`config.mk`:
```
export PLATFORM = sky130hd
export DESIGN_NAME = least_served_picker_with_countdown
export DESIGN_NICKNAME = d
export VERILOG_FILES = /design/src/hdl/lspc_pkg.sv /design/src/hdl/least_served_picker_with_countdown.sv /design/src/hdl/lspc_ctrl.sv /design/src/hdl/lspc_dp.sv
export SDC_FILE = /design/constraint.sdc
export NUM_CORES = 1
export LEC_CHECK = 0
export ABC_AREA = 1
export ABC_CLOCK_PERIOD_IN_PS = 3350
export CAP_MARGIN = 10
export CORE_MARGIN = 2
export CORE_UTILIZATION = 64
export DETAILED_ROUTE_END_ITERATION = 10
export DONT_BUFFER_PORTS = 1
export PLACE_DENSITY = 0.8
export SLEW_MARGIN = 0
export SYNTH_ARGS = -nofsm -noshare
export SYNTH_HDL_FRONTEND = slang
export SYNTH_SLANG_ARGS = --single-unit
```
`constraint.sdc`:
```
create_clock -name clk_i -period 3.35 [get_ports clk_i]
set_input_delay 0.335 -clock clk_i [delete_from_list [all_inputs] [get_ports clk_i]]
set_output_delay 0.335 -clock clk_i [all_outputs]
set_load 0.05 [all_outputs]
```
`src/hdl/lspc_pkg.sv`:
```
// Package for the least-served picker: shared types, field widths and codes.
// Used by lspc_ctrl, lspc_dp and least_served_picker_with_countdown.
`timescale 1ns / 1ps

package lspc_pkg;

  // Widths fixed by the input and result words
  localparam int unsigned MASK_W   = 5;
  localparam int unsigned TICK_W   = 8;
  localparam int unsigned SECS_W   = 4;
  localparam int unsigned UNITS_W  = 4;
  localparam int unsigned APB_AW   = 3;
  localparam int unsigned APB_DW   = 32;

  // Event kinds carried in the input tuser
  localparam logic REQ_START = 1'b0;
  localparam logic REQ_TICK  = 1'b1;

  // Register index, taken from paddr[2]
  localparam logic REG_TPS    = 1'b0;
  localparam logic REG_CSTART = 1'b1;

  typedef struct packed {
    logic [TICK_W-1:0] tps;
    logic [SECS_W-1:0] cstart;
  } cfg_t;

  // Controller to datapath
  typedef struct packed {
    logic capture;    // latch the input word
    logic step;       // apply the event, load the first result
    logic scan_step;  // compare one participant
    logic commit;     // bump winner count, load the pick result
  } cmd_t;

  // Datapath to controller
  typedef struct packed {
    logic no_result;  // event causes nothing
    logic pick;       // countdown hit zero: a pick follows
    logic scan_last;  // scan is at the last participant
  } sts_t;

  typedef struct packed {
    logic               tens;
    logic [UNITS_W-1:0] units;
  } digits_t;

  // Split a value of 0..15 into decimal digits
  function automatic digits_t to_digits(input logic [SECS_W-1:0] value);
    digits_t d;
    d.tens  = (value >= SECS_W'(10));
    d.units = d.tens ? UNITS_W'(value - SECS_W'(10)) : UNITS_W'(value);
    return d;
  endfunction

endpackage

```
`src/hdl/least_served_picker_with_countdown.sv`:
```
// Top level of the least-served picker with countdown: stream ports, APB
// registers, and the lspc_ctrl / lspc_dp pair. Uses lspc_pkg.
`timescale 1ns / 1ps
//
//  channel   direction  handshake                   payload
//  s_axis    in         s_axis_tvalid/tready        tdata: present_mask; tuser: req_type
//  m_axis    out        m_axis_tvalid/tready        tdata: digits, running; tuser: is_selection
//  apb       in         psel & penable & pwrite     ticks_per_second @0, countdown_start @4
//
//  One word at a time. An event with no result passes from accept through the
//  evaluate state back to ready; a countdown word also waits out any output stall.
//  A pick then scans the win counts one per cycle and commits the winner.
//  After reset the countdown is idle, all win counts are zero, and the input
//  is ready; a stalled m_axis holds its word and keeps s_axis closed.

module least_served_picker_with_countdown #(
  parameter int unsigned PARTICIPANTS = 5,
  parameter int unsigned COUNT_BITS   = 16
) (
  input  logic                         clk_i,
  input  logic                         rst_ni,
  // input words
  input  logic                         s_axis_tvalid,
  output logic                         s_axis_tready,
  input  logic [7:0]                   s_axis_tdata,  // [4:0] present_mask
  input  logic                         s_axis_tuser,  // [0] req_type
  // result words
  output logic                         m_axis_tvalid,
  input  logic                         m_axis_tready,
  output logic [7:0]                   m_axis_tdata,  // [0] tens_digit, [4:1] units_digit,
                                                      // [5] running
  output logic                         m_axis_tuser,  // [0] is_selection
  output logic                         m_axis_tlast,
  // configuration
  input  logic                         psel,
  input  logic                         penable,
  input  logic                         pwrite,
  input  logic [lspc_pkg::APB_AW-1:0]  paddr,
  input  logic [lspc_pkg::APB_DW-1:0]  pwdata,
  output logic [lspc_pkg::APB_DW-1:0]  prdata,
  output logic                         pready
);
  import lspc_pkg::*;

  cfg_t cfg_q;
  cmd_t cmd;
  sts_t sts;

  logic                 tens;
  logic [UNITS_W-1:0]   units;
  logic                 run;
  logic                 wr_en;

  // Register writes
  assign pready = 1'b1;
  assign wr_en  = psel && penable && pwrite && pready;

  always_ff @(posedge clk_i or negedge rst_ni) begin
    if (!rst_ni) begin
      cfg_q.tps    <= TICK_W'(125);
      cfg_q.cstart <= SECS_W'(3);
    end else if (wr_en) begin
      unique case (paddr[2])
        REG_TPS:    cfg_q.tps    <= pwdata[TICK_W-1:0];
        REG_CSTART: cfg_q.cstart <= pwdata[SECS_W-1:0];
        default:    ;
      endcase
    end
  end

  // Register reads
  always_comb begin
    unique case (paddr[2])
      REG_TPS:    prdata = APB_DW'(cfg_q.tps);
      REG_CSTART: prdata = APB_DW'(cfg_q.cstart);
      default:    prdata = '0;
    endcase
  end

  lspc_ctrl u_ctrl (
    .clk_i       (clk_i),
    .rst_ni      (rst_ni),
    .in_valid_i  (s_axis_tvalid),
    .in_ready_o  (s_axis_tready),
    .out_valid_o (m_axis_tvalid),
    .out_ready_i (m_axis_tready),
    .cmd_o       (cmd),
    .sts_i       (sts)
  );

  lspc_dp #(
    .PARTICIPANTS (PARTICIPANTS),
    .COUNT_BITS   (COUNT_BITS)
  ) u_dp (
    .clk_i          (clk_i),
    .rst_ni         (rst_ni),
    .cmd_i          (cmd),
    .sts_o          (sts),
    .cfg_i          (cfg_q),
    .req_type_i     (s_axis_tuser),
    .present_mask_i (s_axis_tdata[MASK_W-1:0]),
    .tens_digit_o   (tens),
    .units_digit_o  (units),
    .is_selection_o (m_axis_tuser),
    .running_o      (run),
    .last_o         (m_axis_tlast)
  );

  // Pack the result word
  assign m_axis_tdata = {2'b00, run, units, tens};

endmodule

```
`src/hdl/lspc_ctrl.sv`:
```
// Controller state machine of the least-served picker.
// Sequences capture, event step, participant scan and result handshakes; uses lspc_pkg.
`timescale 1ns / 1ps

module lspc_ctrl (
  input  logic          clk_i,
  input  logic          rst_ni,
  input  logic          in_valid_i,
  output logic          in_ready_o,
  output logic          out_valid_o,
  input  logic          out_ready_i,
  output lspc_pkg::cmd_t cmd_o,
  input  lspc_pkg::sts_t sts_i
);
  import lspc_pkg::*;

  typedef enum logic [2:0] {
    ST_IDLE,
    ST_EVAL,
    ST_SEND_CNT,
    ST_SCAN,
    ST_COMMIT,
    ST_SEND_PICK
  } state_e;

  state_e state_q;
  logic   in_ready_q;
  logic   out_valid_q;
  logic   pick_q;

  // Commands decoded from the state
  always_comb begin
    cmd_o           = '0;
    cmd_o.capture   = (state_q == ST_IDLE) && in_valid_i && in_ready_q;
    cmd_o.step      = (state_q == ST_EVAL);
    cmd_o.scan_step = (state_q == ST_SCAN);
    cmd_o.commit    = (state_q == ST_COMMIT);
  end

  // State and registered handshake outputs
  always_ff @(posedge clk_i or negedge rst_ni) begin
    if (!rst_ni) begin
      state_q     <= ST_IDLE;
      in_ready_q  <= 1'b1;
      out_valid_q <= 1'b0;
      pick_q      <= 1'b0;
    end else begin
      unique case (state_q)
        ST_IDLE: begin
          if (in_valid_i && in_ready_q) begin
            in_ready_q <= 1'b0;
            state_q    <= ST_EVAL;
          end
        end
        ST_EVAL: begin
          if (sts_i.no_result) begin
            in_ready_q <= 1'b1;
            state_q    <= ST_IDLE;
          end else begin
            out_valid_q <= 1'b1;
            pick_q      <= sts_i.pick;
            state_q     <= ST_SEND_CNT;
          end
        end
        ST_SEND_CNT: begin
          if (out_ready_i) begin
            out_valid_q <= 1'b0;
            if (pick_q) begin
              state_q <= ST_SCAN;
            end else begin
              in_ready_q <= 1'b1;
              state_q    <= ST_IDLE;
            end
          end
        end
        ST_SCAN: begin
          if (sts_i.scan_last) begin
            state_q <= ST_COMMIT;
          end
        end
        ST_COMMIT: begin
          out_valid_q <= 1'b1;
          state_q     <= ST_SEND_PICK;
        end
        ST_SEND_PICK: begin
          if (out_ready_i) begin
            out_valid_q <= 1'b0;
            in_ready_q  <= 1'b1;
            state_q     <= ST_IDLE;
          end
        end
        default: begin
          state_q <= ST_IDLE;
        end
      endcase
    end
  end

  assign in_ready_o  = in_ready_q;
  assign out_valid_o = out_valid_q;

  // Never take a word while a result is pending
  a_no_overlap: assert property (@(posedge clk_i) disable iff (!rst_ni)
    !(in_ready_q && out_valid_q))
    else $error("input ready while a result is pending");

  // A pick is committed only after a full scan
  a_commit_after_scan: assert property (@(posedge clk_i) disable iff (!rst_ni)
    (state_q == ST_COMMIT) |-> ($past(state_q) == ST_SCAN))
    else $error("commit without scan");

  // An accepted word closes the input until it is done
  a_accept_closes: assert property (@(posedge clk_i) disable iff (!rst_ni)
    (in_valid_i && in_ready_q) |=> !in_ready_q)
    else $error("input stayed open after accept");

endmodule

```
`src/hdl/lspc_dp.sv`:
```
// Datapath of the least-served picker: countdown, tick counter, win counts,
// minimum scan and result register. Uses lspc_pkg.
`timescale 1ns / 1ps

module lspc_dp #(
  parameter int unsigned PARTICIPANTS = 5,
  parameter int unsigned COUNT_BITS   = 16
) (
  input  logic                            clk_i,
  input  logic                            rst_ni,
  input  lspc_pkg::cmd_t                  cmd_i,
  output lspc_pkg::sts_t                  sts_o,
  input  lspc_pkg::cfg_t                  cfg_i,
  input  logic                            req_type_i,
  input  logic [lspc_pkg::MASK_W-1:0]     present_mask_i,
  output logic                            tens_digit_o,
  output logic [lspc_pkg::UNITS_W-1:0]    units_digit_o,
  output logic                            is_selection_o,
  output logic                            running_o,
  output logic                            last_o
);
  import lspc_pkg::*;

  localparam int unsigned IDX_W = (PARTICIPANTS > 1) ? $clog2(PARTICIPANTS) : 1;
  localparam logic [COUNT_BITS-1:0] COUNT_MAX = '1;
  localparam logic [IDX_W-1:0] IDX_LAST = IDX_W'(PARTICIPANTS - 1);

  // Event state
  logic              kind_q;
  logic [MASK_W-1:0] mask_q;
  logic              active_q;
  logic [TICK_W-1:0] tick_q;
  logic [SECS_W-1:0] secs_q;

  // Win counts and scan state
  logic [COUNT_BITS-1:0] counts_q [PARTICIPANTS];
  logic [IDX_W-1:0]      idx_q;
  logic [IDX_W-1:0]      best_q;
  logic [COUNT_BITS-1:0] best_cnt_q;
  logic                  found_q;

  // Result register
  digits_t dig_q;
  logic    sel_q;
  logic    run_q;
  logic    last_q;

  logic [TICK_W-1:0]       tick_next;
  logic [SECS_W-1:0]       secs_next;
  logic                    hit;
  logic [SECS_W-1:0]       show_val;
  logic [PARTICIPANTS-1:0] present_vec;
  logic [COUNT_BITS-1:0]   cur_cnt;
  logic                    take;
  logic [SECS_W-1:0]       pick_val;

  // Next tick and countdown values
  assign tick_next = tick_q + TICK_W'(1);
  assign secs_next = secs_q - SECS_W'(1);
  assign hit       = (tick_next == cfg_i.tps);
  assign show_val  = (kind_q == REQ_START) ? cfg_i.cstart : secs_next;

  // Event outcome
  always_comb begin
    sts_o           = '0;
    sts_o.no_result = (kind_q == REQ_START) ? active_q : (!active_q || !hit);
    sts_o.pick      = (kind_q == REQ_TICK) && active_q && hit && (secs_next == '0);
    sts_o.scan_last = (idx_q == IDX_LAST);
  end

  // Only participants covered by the mask can be present
  genvar g;
  generate
    for (g = 0; g < PARTICIPANTS; g++) begin : g_present
      if (g < MASK_W) begin : g_in
        assign present_vec[g] = mask_q[g];
      end else begin : g_out
        assign present_vec[g] = 1'b0;
      end
    end
  endgenerate

  assign cur_cnt  = counts_q[idx_q];
  assign take     = present_vec[idx_q] && (!found_q || (cur_cnt < best_cnt_q));
  assign pick_val = found_q ? (SECS_W'(best_q) + SECS_W'(1)) : '0;

  // Input capture and countdown state
  always_ff @(posedge clk_i or negedge rst_ni) begin
    if (!rst_ni) begin
      active_q <= 1'b0;
      tick_q   <= '0;
      secs_q   <= '0;
    end else if (cmd_i.step) begin
      if (kind_q == REQ_START) begin
        if (!active_q) begin
          active_q <= 1'b1;
          tick_q   <= '0;
          secs_q   <= cfg_i.cstart;
        end
      end else if (active_q) begin
        if (hit) begin
          tick_q <= '0;
          secs_q <= secs_next;
          if (secs_next == '0) begin
            active_q <= 1'b0;
          end
        end else begin
          tick_q <= tick_next;
        end
      end
    end
  end

  // Latched input word
  always_ff @(posedge clk_i) begin
    if (cmd_i.capture) begin
      kind_q <= req_type_i;
      mask_q <= present_mask_i;
    end
  end

  // Win counts, saturating
  always_ff @(posedge clk_i or negedge rst_ni) begin
    if (!rst_ni) begin
      for (int i = 0; i < PARTICIPANTS; i++) begin
        counts_q[i] <= '0;
      end
    end else if (cmd_i.commit && found_q && (best_cnt_q != COUNT_MAX)) begin
      counts_q[best_q] <= best_cnt_q + COUNT_BITS'(1);
    end
  end

  // Minimum scan, one participant per cycle
  always_ff @(posedge clk_i or negedge rst_ni) begin
    if (!rst_ni) begin
      idx_q   <= '0;
      found_q <= 1'b0;
    end else if (cmd_i.step) begin
      idx_q   <= '0;
      found_q <= 1'b0;
    end else if (cmd_i.scan_step) begin
      idx_q <= idx_q + IDX_W'(1);
      if (take) begin
        found_q <= 1'b1;
      end
    end
  end

  always_ff @(posedge clk_i) begin
    if (cmd_i.scan_step && take) begin
      best_q     <= idx_q;
      best_cnt_q <= cur_cnt;
    end
  end

  // Result register
  always_ff @(posedge clk_i) begin
    if (cmd_i.step) begin
      dig_q  <= to_digits(show_val);
      sel_q  <= 1'b0;
      run_q  <= 1'b1;
      last_q <= !sts_o.pick;
    end else if (cmd_i.commit) begin
      dig_q  <= to_digits(pick_val);
      sel_q  <= 1'b1;
      run_q  <= 1'b0;
      last_q <= 1'b1;
    end
  end

  assign tens_digit_o   = dig_q.tens;
  assign units_digit_o  = dig_q.units;
  assign is_selection_o = sel_q;
  assign running_o      = run_q;
  assign last_o         = last_q;

  // A pick never happens while the countdown is still running
  a_idle_on_commit: assert property (@(posedge clk_i) disable iff (!rst_ni)
    cmd_i.commit |-> !active_q)
    else $error("pick while countdown active");

endmodule

```
Yosys cells after proc, flatten, opt, wreduce, memory -nomap -nowiden
Index checks and enable logic that the tools add are counted.
Widths: inputs -> output; s select.
{"block": "classes", "order_cmp": 7, "mux": 51, "add_sub_neg": 7, "eq_ne": 19, "n_reduce_logical": 36, "bitwise_logic": 4}
{"operator": "$bwmux 80", "count": 1}
{"operator": "$pmux 32 s2", "count": 1}
{"operator": "$bmux 16 s3", "count": 1}
{"operator": "$demux 16 s3", "count": 1}
{"operator": "$mux 16", "count": 3}
{"operator": "$mux 4", "count": 8}
{"operator": "$mux 8", "count": 4}
{"operator": "$mux 1", "count": 18}
{"operator": "$mux 3", "count": 6}
{"operator": "$pmux 3 s6", "count": 1}
{"operator": "$add 16x1->16 const B", "count": 1}
{"operator": "$ge 4x4->1 const B", "count": 4}
{"operator": "$lt 16x16->1", "count": 1}
{"operator": "$ne 16x16->1 const B", "count": 1}
{"operator": "$ne 2x2->1 const B", "count": 8}
{"operator": "$logic_and 1x1->1", "count": 13}
{"operator": "$mux 5", "count": 2}
{"operator": "$eq 3x3->1 const B", "count": 3}
{"operator": "$add 8x1->8 const B", "count": 1}
{"operator": "$eq 8x8->1", "count": 1}
{"operator": "$not 3->4", "count": 2}
{"operator": "$reduce_and 2->1", "count": 4}
{"operator": "$reduce_and 4->1", "count": 2}
{"operator": "$sub 4x4->4 const B", "count": 2}
{"operator": "23 further kinds", "count": 35}
{"block": "totals", "register_bits": 148, "out_inout_bits": 45, "in_bits": 51, "word_cells": 149}

Logic depth before layout (Yosys ltp)
Gate-level depths: netlist of the first run.
{"block": "logic_depth", "depth_word": 10, "depth_mapped": 18, "depth_no_buf": 17}

Cells and area by module
Synthesis of the first run repeated with hierarchy kept, for this count alone.
{"block": "unflattened", "hier_cells": 977, "area_unflattened_um2": 8119.0}
{"module": "lspc_dp", "area_per_inst_um2": 6831.6, "cells_per_inst": 804, "seq_area_each_um2": 3398.3, "n_inst": 1}
{"module": "least_served_picker_with_countdown", "area_per_inst_um2": 848.3, "cells_per_inst": 108, "seq_area_each_um2": 310.3, "n_inst": 1}
{"module": "lspc_ctrl", "area_per_inst_um2": 439.2, "cells_per_inst": 65, "seq_area_each_um2": 151.4, "n_inst": 1}

Worst setup path after synthesis of the first run
OpenSTA, ideal clock, no wires.
{"block": "synth_timing", "path_kind": "register -> register", "start": "register u_dp.idx_q[0]", "end": "register u_dp.best_cnt_q[0], enable pin", "t_arrival_ns": 2.577, "path_buffers": 2, "slack_ns": 0.399, "required_ns": 2.976, "period_less_slack_ns": 2.951, "path_stages_with_launch": 13, "setup_time_ns": 0.374, "cell_sequence": "dfrtp_1 clkbuf_1 clkbuf_1 o21ai_0 a32o_1 ha_1 a21oi_1 o21a_1 o221a_2 nand2_1 nand2_1 nand2_1 inv_1"}
{"block": "synth_via", "elab_chain_len": 8, "elab_cells_between_ends": 10, "classes_between": "order compare: 1; mux: 5; bitwise: 1; reduce/logical: 3"}
{"element": "from (decl)", "line_no": "lspc_dp.sv:37", "rtl": "logic [IDX_W-1:0] idx_q;"}
{"element": "from (signal assigned)", "line_no": "lspc_dp.sv:142", "rtl": "idx_q <= idx_q + IDX_W'(1);"}
{"element": "$not 3->4 (not written as such)", "line_no": "lspc_dp.sv:83", "rtl": "assign cur_cnt = counts_q[idx_q];"}
{"element": "$bmux 16 s3", "line_no": "lspc_dp.sv:83"}
{"element": "$mux 16 (not written as such) (2 in a row)", "line_no": "lspc_dp.sv:83"}
{"element": "via u_dp.cur_cnt[11]", "line_no": "lspc_dp.sv:53", "rtl": "logic [COUNT_BITS-1:0] cur_cnt;"}
{"element": "$lt 16x16->1", "line_no": "lspc_dp.sv:84", "rtl": "assign take = present_vec[idx_q] && (!found_q || (cur_cnt < best_cnt_q));"}
{"element": "$logic_or 1x1->1", "line_no": "lspc_dp.sv:84"}
{"element": "$logic_and 1x1->1", "line_no": "lspc_dp.sv:84"}
{"element": "$logic_and 1x1->1", "line_no": "lspc_dp.sv:150", "rtl": "if (cmd_i.scan_step && take) begin"}
{"element": "to (signal assigned)", "line_no": "lspc_dp.sv:152", "rtl": "best_cnt_q <= cur_cnt;"}
{"element": "to (decl)", "line_no": "lspc_dp.sv:39", "rtl": "logic [COUNT_BITS-1:0] best_cnt_q;"}
The timed path passes the listed nets, and every way through them passes these cells. The select of a mux whose other input is x is not followed.
A chain may end at the register's enable or synchronous reset.

Worst setup path after layout of the first run
{"block": "layout_timing", "start": "register u_dp.idx_q[0]", "end": "register u_dp.best_cnt_q[8], enable pin"}
The elaborated chain is that of the path after synthesis.

==> flow_metrics.py, run 1 <==
metrics = {
    "run_status": {
        "status": "complete, no violations",
    },
    "grt": {
        "grt_pass1_wl_mm": 29.9,
        "grt_pass1_vias": 6077,
        "grt_usage_pct": 29.3,
        "grt-ovfl-total": 0,
        "grt_max_degree": 116,
        "antenna_found_initial": 0,
    },
    "logic_synthesis": {
        "synth-edff-count": 31,
        "syn_area_per_cell_um2": 8.40,
        "post-synth-top-count-cell": "nand2_1",
        "ys_warn_count": 0,
        "synth_area_leader_cell": "dfrtp_1",
        "yosysTopAreaCellShare_pct": 33.4,
        "synth.distinct_cells": 47,
        "synthesis.area_um2": 7930,
        "synth_ff_type": "dfrtp_1",
        "synth_area_leaders": "dfrtp_1 (33%), nand2_1 (13%), edfxtp_1 (12%), o21ai_0 (5.3%), inv_1 (5.2%)",
        "synth_seq_cells": 148,
        "synthArstFlopShare_pct": 77.7,
        "netlist_instances": 944,
        "yosysSeqAreaShare_pct": 48.7,
        "synth_commonest_cells": "nand2_1 (276), inv_1 (110), dfrtp_1 (106)",
    },
    "place": {
        "dp_hpwl_mm": 11.1,
        "port_buffers": 0,
        "placedCellCount": 1093,
        "place_congestion": 0.828,
        "place_ws_ns": 0.302,
    },
    "pwr": {
        "switchingPower_mw": 1.84,
        "p_total_mw": 5.32,
        "pwr_density_cell_nw_per_um2": 617,
        "p_leak_nw": 4.14,
        "clockPowerShare_pct": 34.7,
        "internal_power_mw": 3.49,
        "peakVddDrop_mv": 0.451,
        "p_sw_share_pct": 34.5,
        "p_comb_share_pct": 19.4,
        "p_seq_share_pct": 45.9,
    },
    "timing": {
        "setup_violations": 0,
        "report.final.slew_viol_count": 0,
        "clock-skew-final_ns": 0.0110,
        "rsz0062_at_grt": "no",
        "period_needed_ns": 3.09,
        "fmax_ghz": 0.323,
        "tns_ns": 0,
        "timing.slew.headroom_pct": 34.5,
        "fin_ws_ns": 0.256,
        "period_share_pct": 92.4,
        "tightest_slew_ns": 0.976,
        "hold_viol_final": 0,
    },
    "floorplanning": {
        "ios": 96,
        "rows": 40,
        "dieArea_um2": 13300,
        "die_width_um": 115,
        "coreArea_um2": 12100,
        "initial_core_util_pct": 65.8,
        "die_height_um": 115,
    },
    "drt": {
        "drcViolationCount": 0,
        "routed_wl_mm": 18.0,
        "avgRoutedWirePerCell_um": 15.9,
        "route.vias.total": 6329,
        "viasPerCell": 5.59,
        "ant_nets": 0,
        "drt-initial-drc-count": 783,
        "dr.pass1.iters": 6,
    },
    "min_path": {
        "holdCritPathClass": "input pin to register",
        "hold_path.startpoint": "pwdata[5]",
    },
    "cells_and_area": {
        "fin_nets": 1029,
        "fillers": 884,
        "fin_cells": 1133,
        "syn_to_final_growth_pct": 8.80,
        "postLayoutCoreUtil_pct": 71.5,
        "drive_gt1_share_pct": 10.4,
        "antenna_cells": 0,
    },
    "clock_tree": {
        "cts-htree-levels": 4,
        "cts.clk_slew.worst_paths_ns": 0.06,
        "cts_tree": "done",
        "post_cts_buffers": 0,
        "hold_buffers": 8,
        "clock_sinks": 148,
        "root_buffer": "clkbuf_16",
        "clkLatencyLatePin_ns": 0.44,
        "cts.path.max_buffers": 2,
        "cts_buffers": 17,
        "cts_resized": 0,
    },
    "worst_setup_path": {
        "critPathSlowestCell": "dfrtp_2",
        "max_stage_delay_ns": 0.46,
        "crit_chain": "inv_1 -> nand2_1 -> nor2_1 -> inv_1 -> o21ai_0 -> ha_1 -> nand2_1 -> nor2_1 -> a211oi_1 -> nand2_1 -> nand2_1 -> nand2_1 -> nand2_1 -> nand2_1 -> inv_1 -> buf_4",
        "arrival_ns": 3.21,
        "worst_r2r_path_depth": 16,
        "rrSetupSlack_ns": 0.26,
        "critPathMaxFanout": 18,
        "cp_num_buf_inv": 4,
        "critPathCaptureType": "register",
        "worstPathRequired_ns": 3.46,
        "cp_common_cell": "nand2_1",
        "crit_path_start": "u_dp.idx_q[0]",
        "timing.critical_path.to": "u_dp.best_cnt_q[8]",
        "r2r_end": "u_dp.best_cnt_q[8]",
        "timing.rr.start": "u_dp.idx_q[0]",
        "start_kind": "register",
        "cp.depth": 16,
        "cpLargestDelayFamily": "simple AND/OR/NAND/NOR gates",
        "crit_type": "register to register",
    },
    "job": {
        "drv_cap": 0,
    },
}
-- worst reg2reg max path: stages (launching register included) --
cell	delay [ns]
dfrtp_2	0.46
inv_1	0.09
nand2_1	0.07
nor2_1	0.17
inv_1	0.25
o21ai_0	0.35
ha_1	0.31
nand2_1	0.10
nor2_1	0.06
a211oi_1	0.17
nand2_1	0.09
nand2_1	0.06
nand2_1	0.09
nand2_1	0.08
nand2_1	0.06
inv_1	0.08
buf_4	0.28
-- state kept, by name, summed over array words and instances, names as in the netlist, 3 cells and up --
signal	flops
cfg_q	12
u_ctrl.state_q	3
u_dp.best_cnt_q	16
u_dp.best_q	3
u_dp.counts_q	80
u_dp.idx_q	3
u_dp.mask_q	5
u_dp.secs_q	4
u_dp.tick_q	8
u_dp.units_digit_o	4
-- layout by cell type, fill, tap and decap left out, types with 2 or more instances in the layout --
cell type	Yosys	final
nand4_1	6	6
o21a_1	2	2
o21ai_0	84	80
o21ai_1	18	22
buf_4	29	13
bufinv_16	0	2
o22ai_1	7	7
ha_1	26	26
nor3_2	2	2
xor2_1	15	15
nor2_4	2	2
dlygate4sd3_1	0	7
nor3_4	2	2
nand3_2	3	3
a32o_1	4	4
dfrtp_1	106	105
dfstp_2	9	9
a31oi_1	3	3
a21oi_1	47	47
clkinvlp_4	0	3
inv_4	2	2
edfxtp_1	31	31
clkinv_2	0	5
clkinv_1	3	4
nor2_2	4	4
conb_1	2	27
inv_1	110	110
xnor2_1	2	2
clkinv_4	0	2
o21ai_2	22	22
nand3_1	42	42
nand2_1	276	276
nor2_1	31	31
dfxtp_1	2	2
clkbuf_16	0	17
nor3_1	9	9
a211oi_1	2	2
-- worst min path at each step --
stage	to	cells past startpoint
global placement	u_ctrl.state_q[0]	0
finish	cfg_q[9]	2
CTS	cfg_q[9]	2
floorplan	cfg_q[11]	0
global route	cfg_q[9]	2
detailed placement	u_ctrl.state_q[0]	0
-- stage by stage --
step                hold slack (ns)  area, um^2
floorplan                    0.0394        8030
global placement             0.0433        7970
detailed placement           0.0432        7970
CTS                          0.0270        8630
global route                 0.0406        8630
finish                       0.0422        8630
-- kinds of logic after synthesis --
group | after synthesis | share of synthesized area [%]
fa+ha+maj | 26 | 4.10
xor+xnor | 17 | 1.88
buf+inv | 174 | 10.5
simple gates | 385 | 21.0
compound gates | 192 | 13.8
flops | 148 | 48.7
other cells | 2 | 0.0947
-- power by group through the flow --
stage / combinational (mW) / sequential, mW / clock [mW]
floorplan: 0.880 / 2.37 / 0
global placement: 0.932 / 2.46 / 0
detailed placement: 0.969 / 2.47 / 0
CTS: 1.02 / 2.44 / 1.87
global route: 1.18 / 2.47 / 1.94
finish: 1.03 / 2.44 / 1.85
-- metal layers --
layer | vias to the layer above | share of wire [%] | GRT usage (%)
li1 | 3034 | - | -
met1 | 2988 | 42 | 38.2
met2 | 258 | 49 | 47.8
met3 | 49 | 7.1 | 6.54
met4 | 0 | 2.6 | 11.9
met5 | - | 0 | 0
-- final cells by class --
cell class	instances	area (um^2)	area share (%)
multi-input cells	647	3340	38.7
flip-flops and latches	148	3860	44.7
repair buffers	22	215	2.49
inverters	116	440	5.10
well taps	168	210	2.44
clock buffers	18	429	4.97
clock inverters	14	138	1.59
No activity file was read; power rests on OpenSTA's default activity.
==> run 2: changes to the inputs <==
Settings changed: CORE_UTILIZATION 64 to 66, CTS_BUF_LIST from default to sky130_fd_sc_hd__clkbuf_4 sky130_fd_sc_hd__clkbuf_8, PLACE_DENSITY 0.8 to 0.82, SETUP_SLACK_MARGIN from default to 0.05.
==> run 2 against run 1 <==
Effect of this change:
- clock power decreased by 9.7%
- setup slack better by 0.11 ns
- core utilization up 0.93 points
- first-iteration DRC count fell by 23%
- maximum frequency increased by 3.8%
- wire length is 4.2% lower
- sequential power is essentially flat
- combinational power about the same
- via count fell by 0.79%
- global-route usage decreased by 0.60 points
- register-to-register slack better by 0.11 ns
- critical path depth did not move
- critical endpoint is now u_dp.best_cnt_q[6]
- largest cell class unchanged
- highest routed layer unchanged
==> flow_metrics.py, run 2 (synthesis gave the netlist of run 1 again) <==
metrics = {
    "place": {
        "place_area_um2": 7950,
        "place_congestion": 0.849,
        "port_buffers": 0,
        "placedCellCount": 1074,
        "dp_hpwl_mm": 11.2,
        "place_ws_ns": 0.427,
    },
    "worst_setup_path": {
        "cp_common_cell": "nand2_1",
        "max_stage_delay_ns": 0.43,
        "critPathCaptureType": "register",
        "crit_chain": "inv_1 -> nand2_1 -> nor2_1 -> inv_1 -> o21ai_0 -> ha_1 -> a21oi_1 -> nor2_1 -> a211oi_1 -> nand2_1 -> nand2_1 -> nand2_1 -> nand2_1 -> nand2_1 -> inv_1 -> buf_4",
        "arrival_ns": 3.14,
        "critPathSlowestCell": "dfrtp_2",
        "start_kind": "register",
        "cpLargestDelayFamily": "simple AND/OR/NAND/NOR gates",
        "worstPathRequired_ns": 3.51,
        "crit_type": "register to register",
        "critPathMaxFanout": 11,
        "cp_num_buf_inv": 4,
    },
    "timing": {
        "hold_viol_final": 0,
        "tightest_slew_ns": 0.965,
        "fin_ws_ns": 0.370,
        "hold_slack_ns": 0.0298,
        "rsz0062_at_grt": "no",
        "clock-skew-final_ns": 0.00824,
        "tns_ns": 0,
        "report.final.slew_viol_count": 0,
        "period_share_pct": 89.0,
        "timing.slew.headroom_pct": 35.2,
        "setup_violations": 0,
        "period_needed_ns": 2.98,
        "fmax_ghz": 0.336,
    },
    "floorplanning": {
        "die_width_um": 114,
        "die_height_um": 114,
        "initial_core_util_pct": 66.9,
        "ios": 96,
        "dieArea_um2": 12900,
        "rows": 40,
        "coreArea_um2": 11900,
    },
    "cells_and_area": {
        "fin_nets": 1037,
        "drive_gt1_share_pct": 10.5,
        "fillers": 872,
        "layout.cells.most_common": "nand2_1",
        "mostFrequentLayoutCells": "nand2_1 (276), inv_1 (110), dfrtp_1 (105)",
        "postLayoutCoreUtil_pct": 72.5,
        "finalInstanceArea_um2": 8600,
        "seqCellArea_um2": 3860,
        "syn_to_final_growth_pct": 8.39,
        "regMostFlops": "u_dp.counts_q",
        "antenna_cells": 0,
        "fin_cells": 1120,
        "multi_input_area_um2": 3340,
        "largest_register_ffs": 80,
        "top_regs": "u_dp.counts_q (80), u_dp.best_cnt_q (16), cfg_q (12)",
    },
    "pwr": {
        "peakVddDrop_mv": 0.526,
        "p_leak_nw": 4.15,
        "p_total_mw": 5.12,
        "pwr_density_cell_nw_per_um2": 596,
    },
    "job": {
        "drv_cap": 0,
    },
    "min_path": {
        "holdCritPathClass": "input pin to register",
    },
    "grt": {
        "grt_pass1_vias": 6078,
        "grt_usage_pct": 28.7,
        "grt_max_degree": 116,
        "grt_pass1_wl_mm": 28.8,
        "grt-ovfl-total": 0,
        "antenna_found_initial": 0,
    },
    "drt": {
        "dr.pass1.iters": 6,
        "routed_wl_mm": 17.2,
        "route.vias.total": 6279,
        "avgRoutedWirePerCell_um": 15.4,
        "viasPerCell": 5.61,
        "ant_nets": 0,
        "drt-initial-drc-count": 604,
        "drcViolationCount": 0,
    },
    "clock_tree": {
        "cts_buffers": 17,
        "clock_sinks": 148,
        "cts.path.max_buffers": 2,
        "post_cts_buffers": 0,
        "clkLatencyLatePin_ns": 0.46,
        "cts.clk_slew.worst_paths_ns": 0.08,
        "cts-htree-levels": 4,
        "cts_tree": "done",
        "root_buffer": "clkbuf_8",
    },
    "run_status": {
        "status": "complete, no violations",
    },
}
[run 2: cell count changes in the layout (fill, tap and decap cells not counted), sizes merged]
cell | previous run | this run
clkinv | 11 | 8
dlygate4sd3 | 7 | 13
buf | 15 | 17
clkinvlp | 3 | 0
inv | 114 | 113
clkbuf | 18 | 21
bufinv | 2 | 6
[run 2: power breakdown]
part	total, mW	leakage [nW]	internal, mW	switching (mW)
registers	2.44	1.83	2.10	0.341
clock network	1.67	0.248	1.02	0.648
logic	1.02	2.07	0.306	0.713
[run 2: area by class of cell]
type / instances / share of cell area, %
Inverter: 116 / 5.12
Multi-Input combinational cell: 647 / 38.8
Sequential cell: 148 / 44.9
Clock inverter: 11 / 2.36
Clock buffer: 21 / 3.29
Timing Repair Buffer: 30 / 3.38
Tap cell: 147 / 2.14
[run 2: repair_timing]
item                      CTS  global route
hold buffers               14             0
gates resized for setup     0             0
hold endpoints to repair  127             0
[run 2: worst reg2reg max path, delay by kind of cell, from the launching register on]
kind                       cells  cell delay, ns
buffers and inverters          4            0.60
DFF                            1            0.43
adders and majority gates      1            0.30
AOI/OAI and AO/OA              3            0.67
and+or+nand+nor                8            0.67
[run 2: routing by layer]
metal  track usage (%)  vias to the layer above  wire [um]
li1                  -                     3047          -
met1              36.0                     2968       7050
met2              48.7                      225       8740
met3              6.06                       39       1090
met4              12.0                        0        360
met5                 0                        -          0
[run 2: final timing paths]
check                                endpoint  cells after the start  slack (ns)              start
max in group asynchronous            cfg_q[9]                      2        2.44             rst_ni
setup / recovery           u_dp.best_cnt_q[6]                     16        0.37      u_dp.idx_q[0]
hold / removal                      cfg_q[11]                      2        0.03          pwdata[7]
setup reg to reg           u_dp.best_cnt_q[6]                     16        0.37      u_dp.idx_q[0]
hold reg to reg             u_dp.counts_q[22]                      2        0.48  u_dp.counts_q[22]
min in group asynchronous   u_ctrl.state_q[1]                      2        0.50             rst_ni
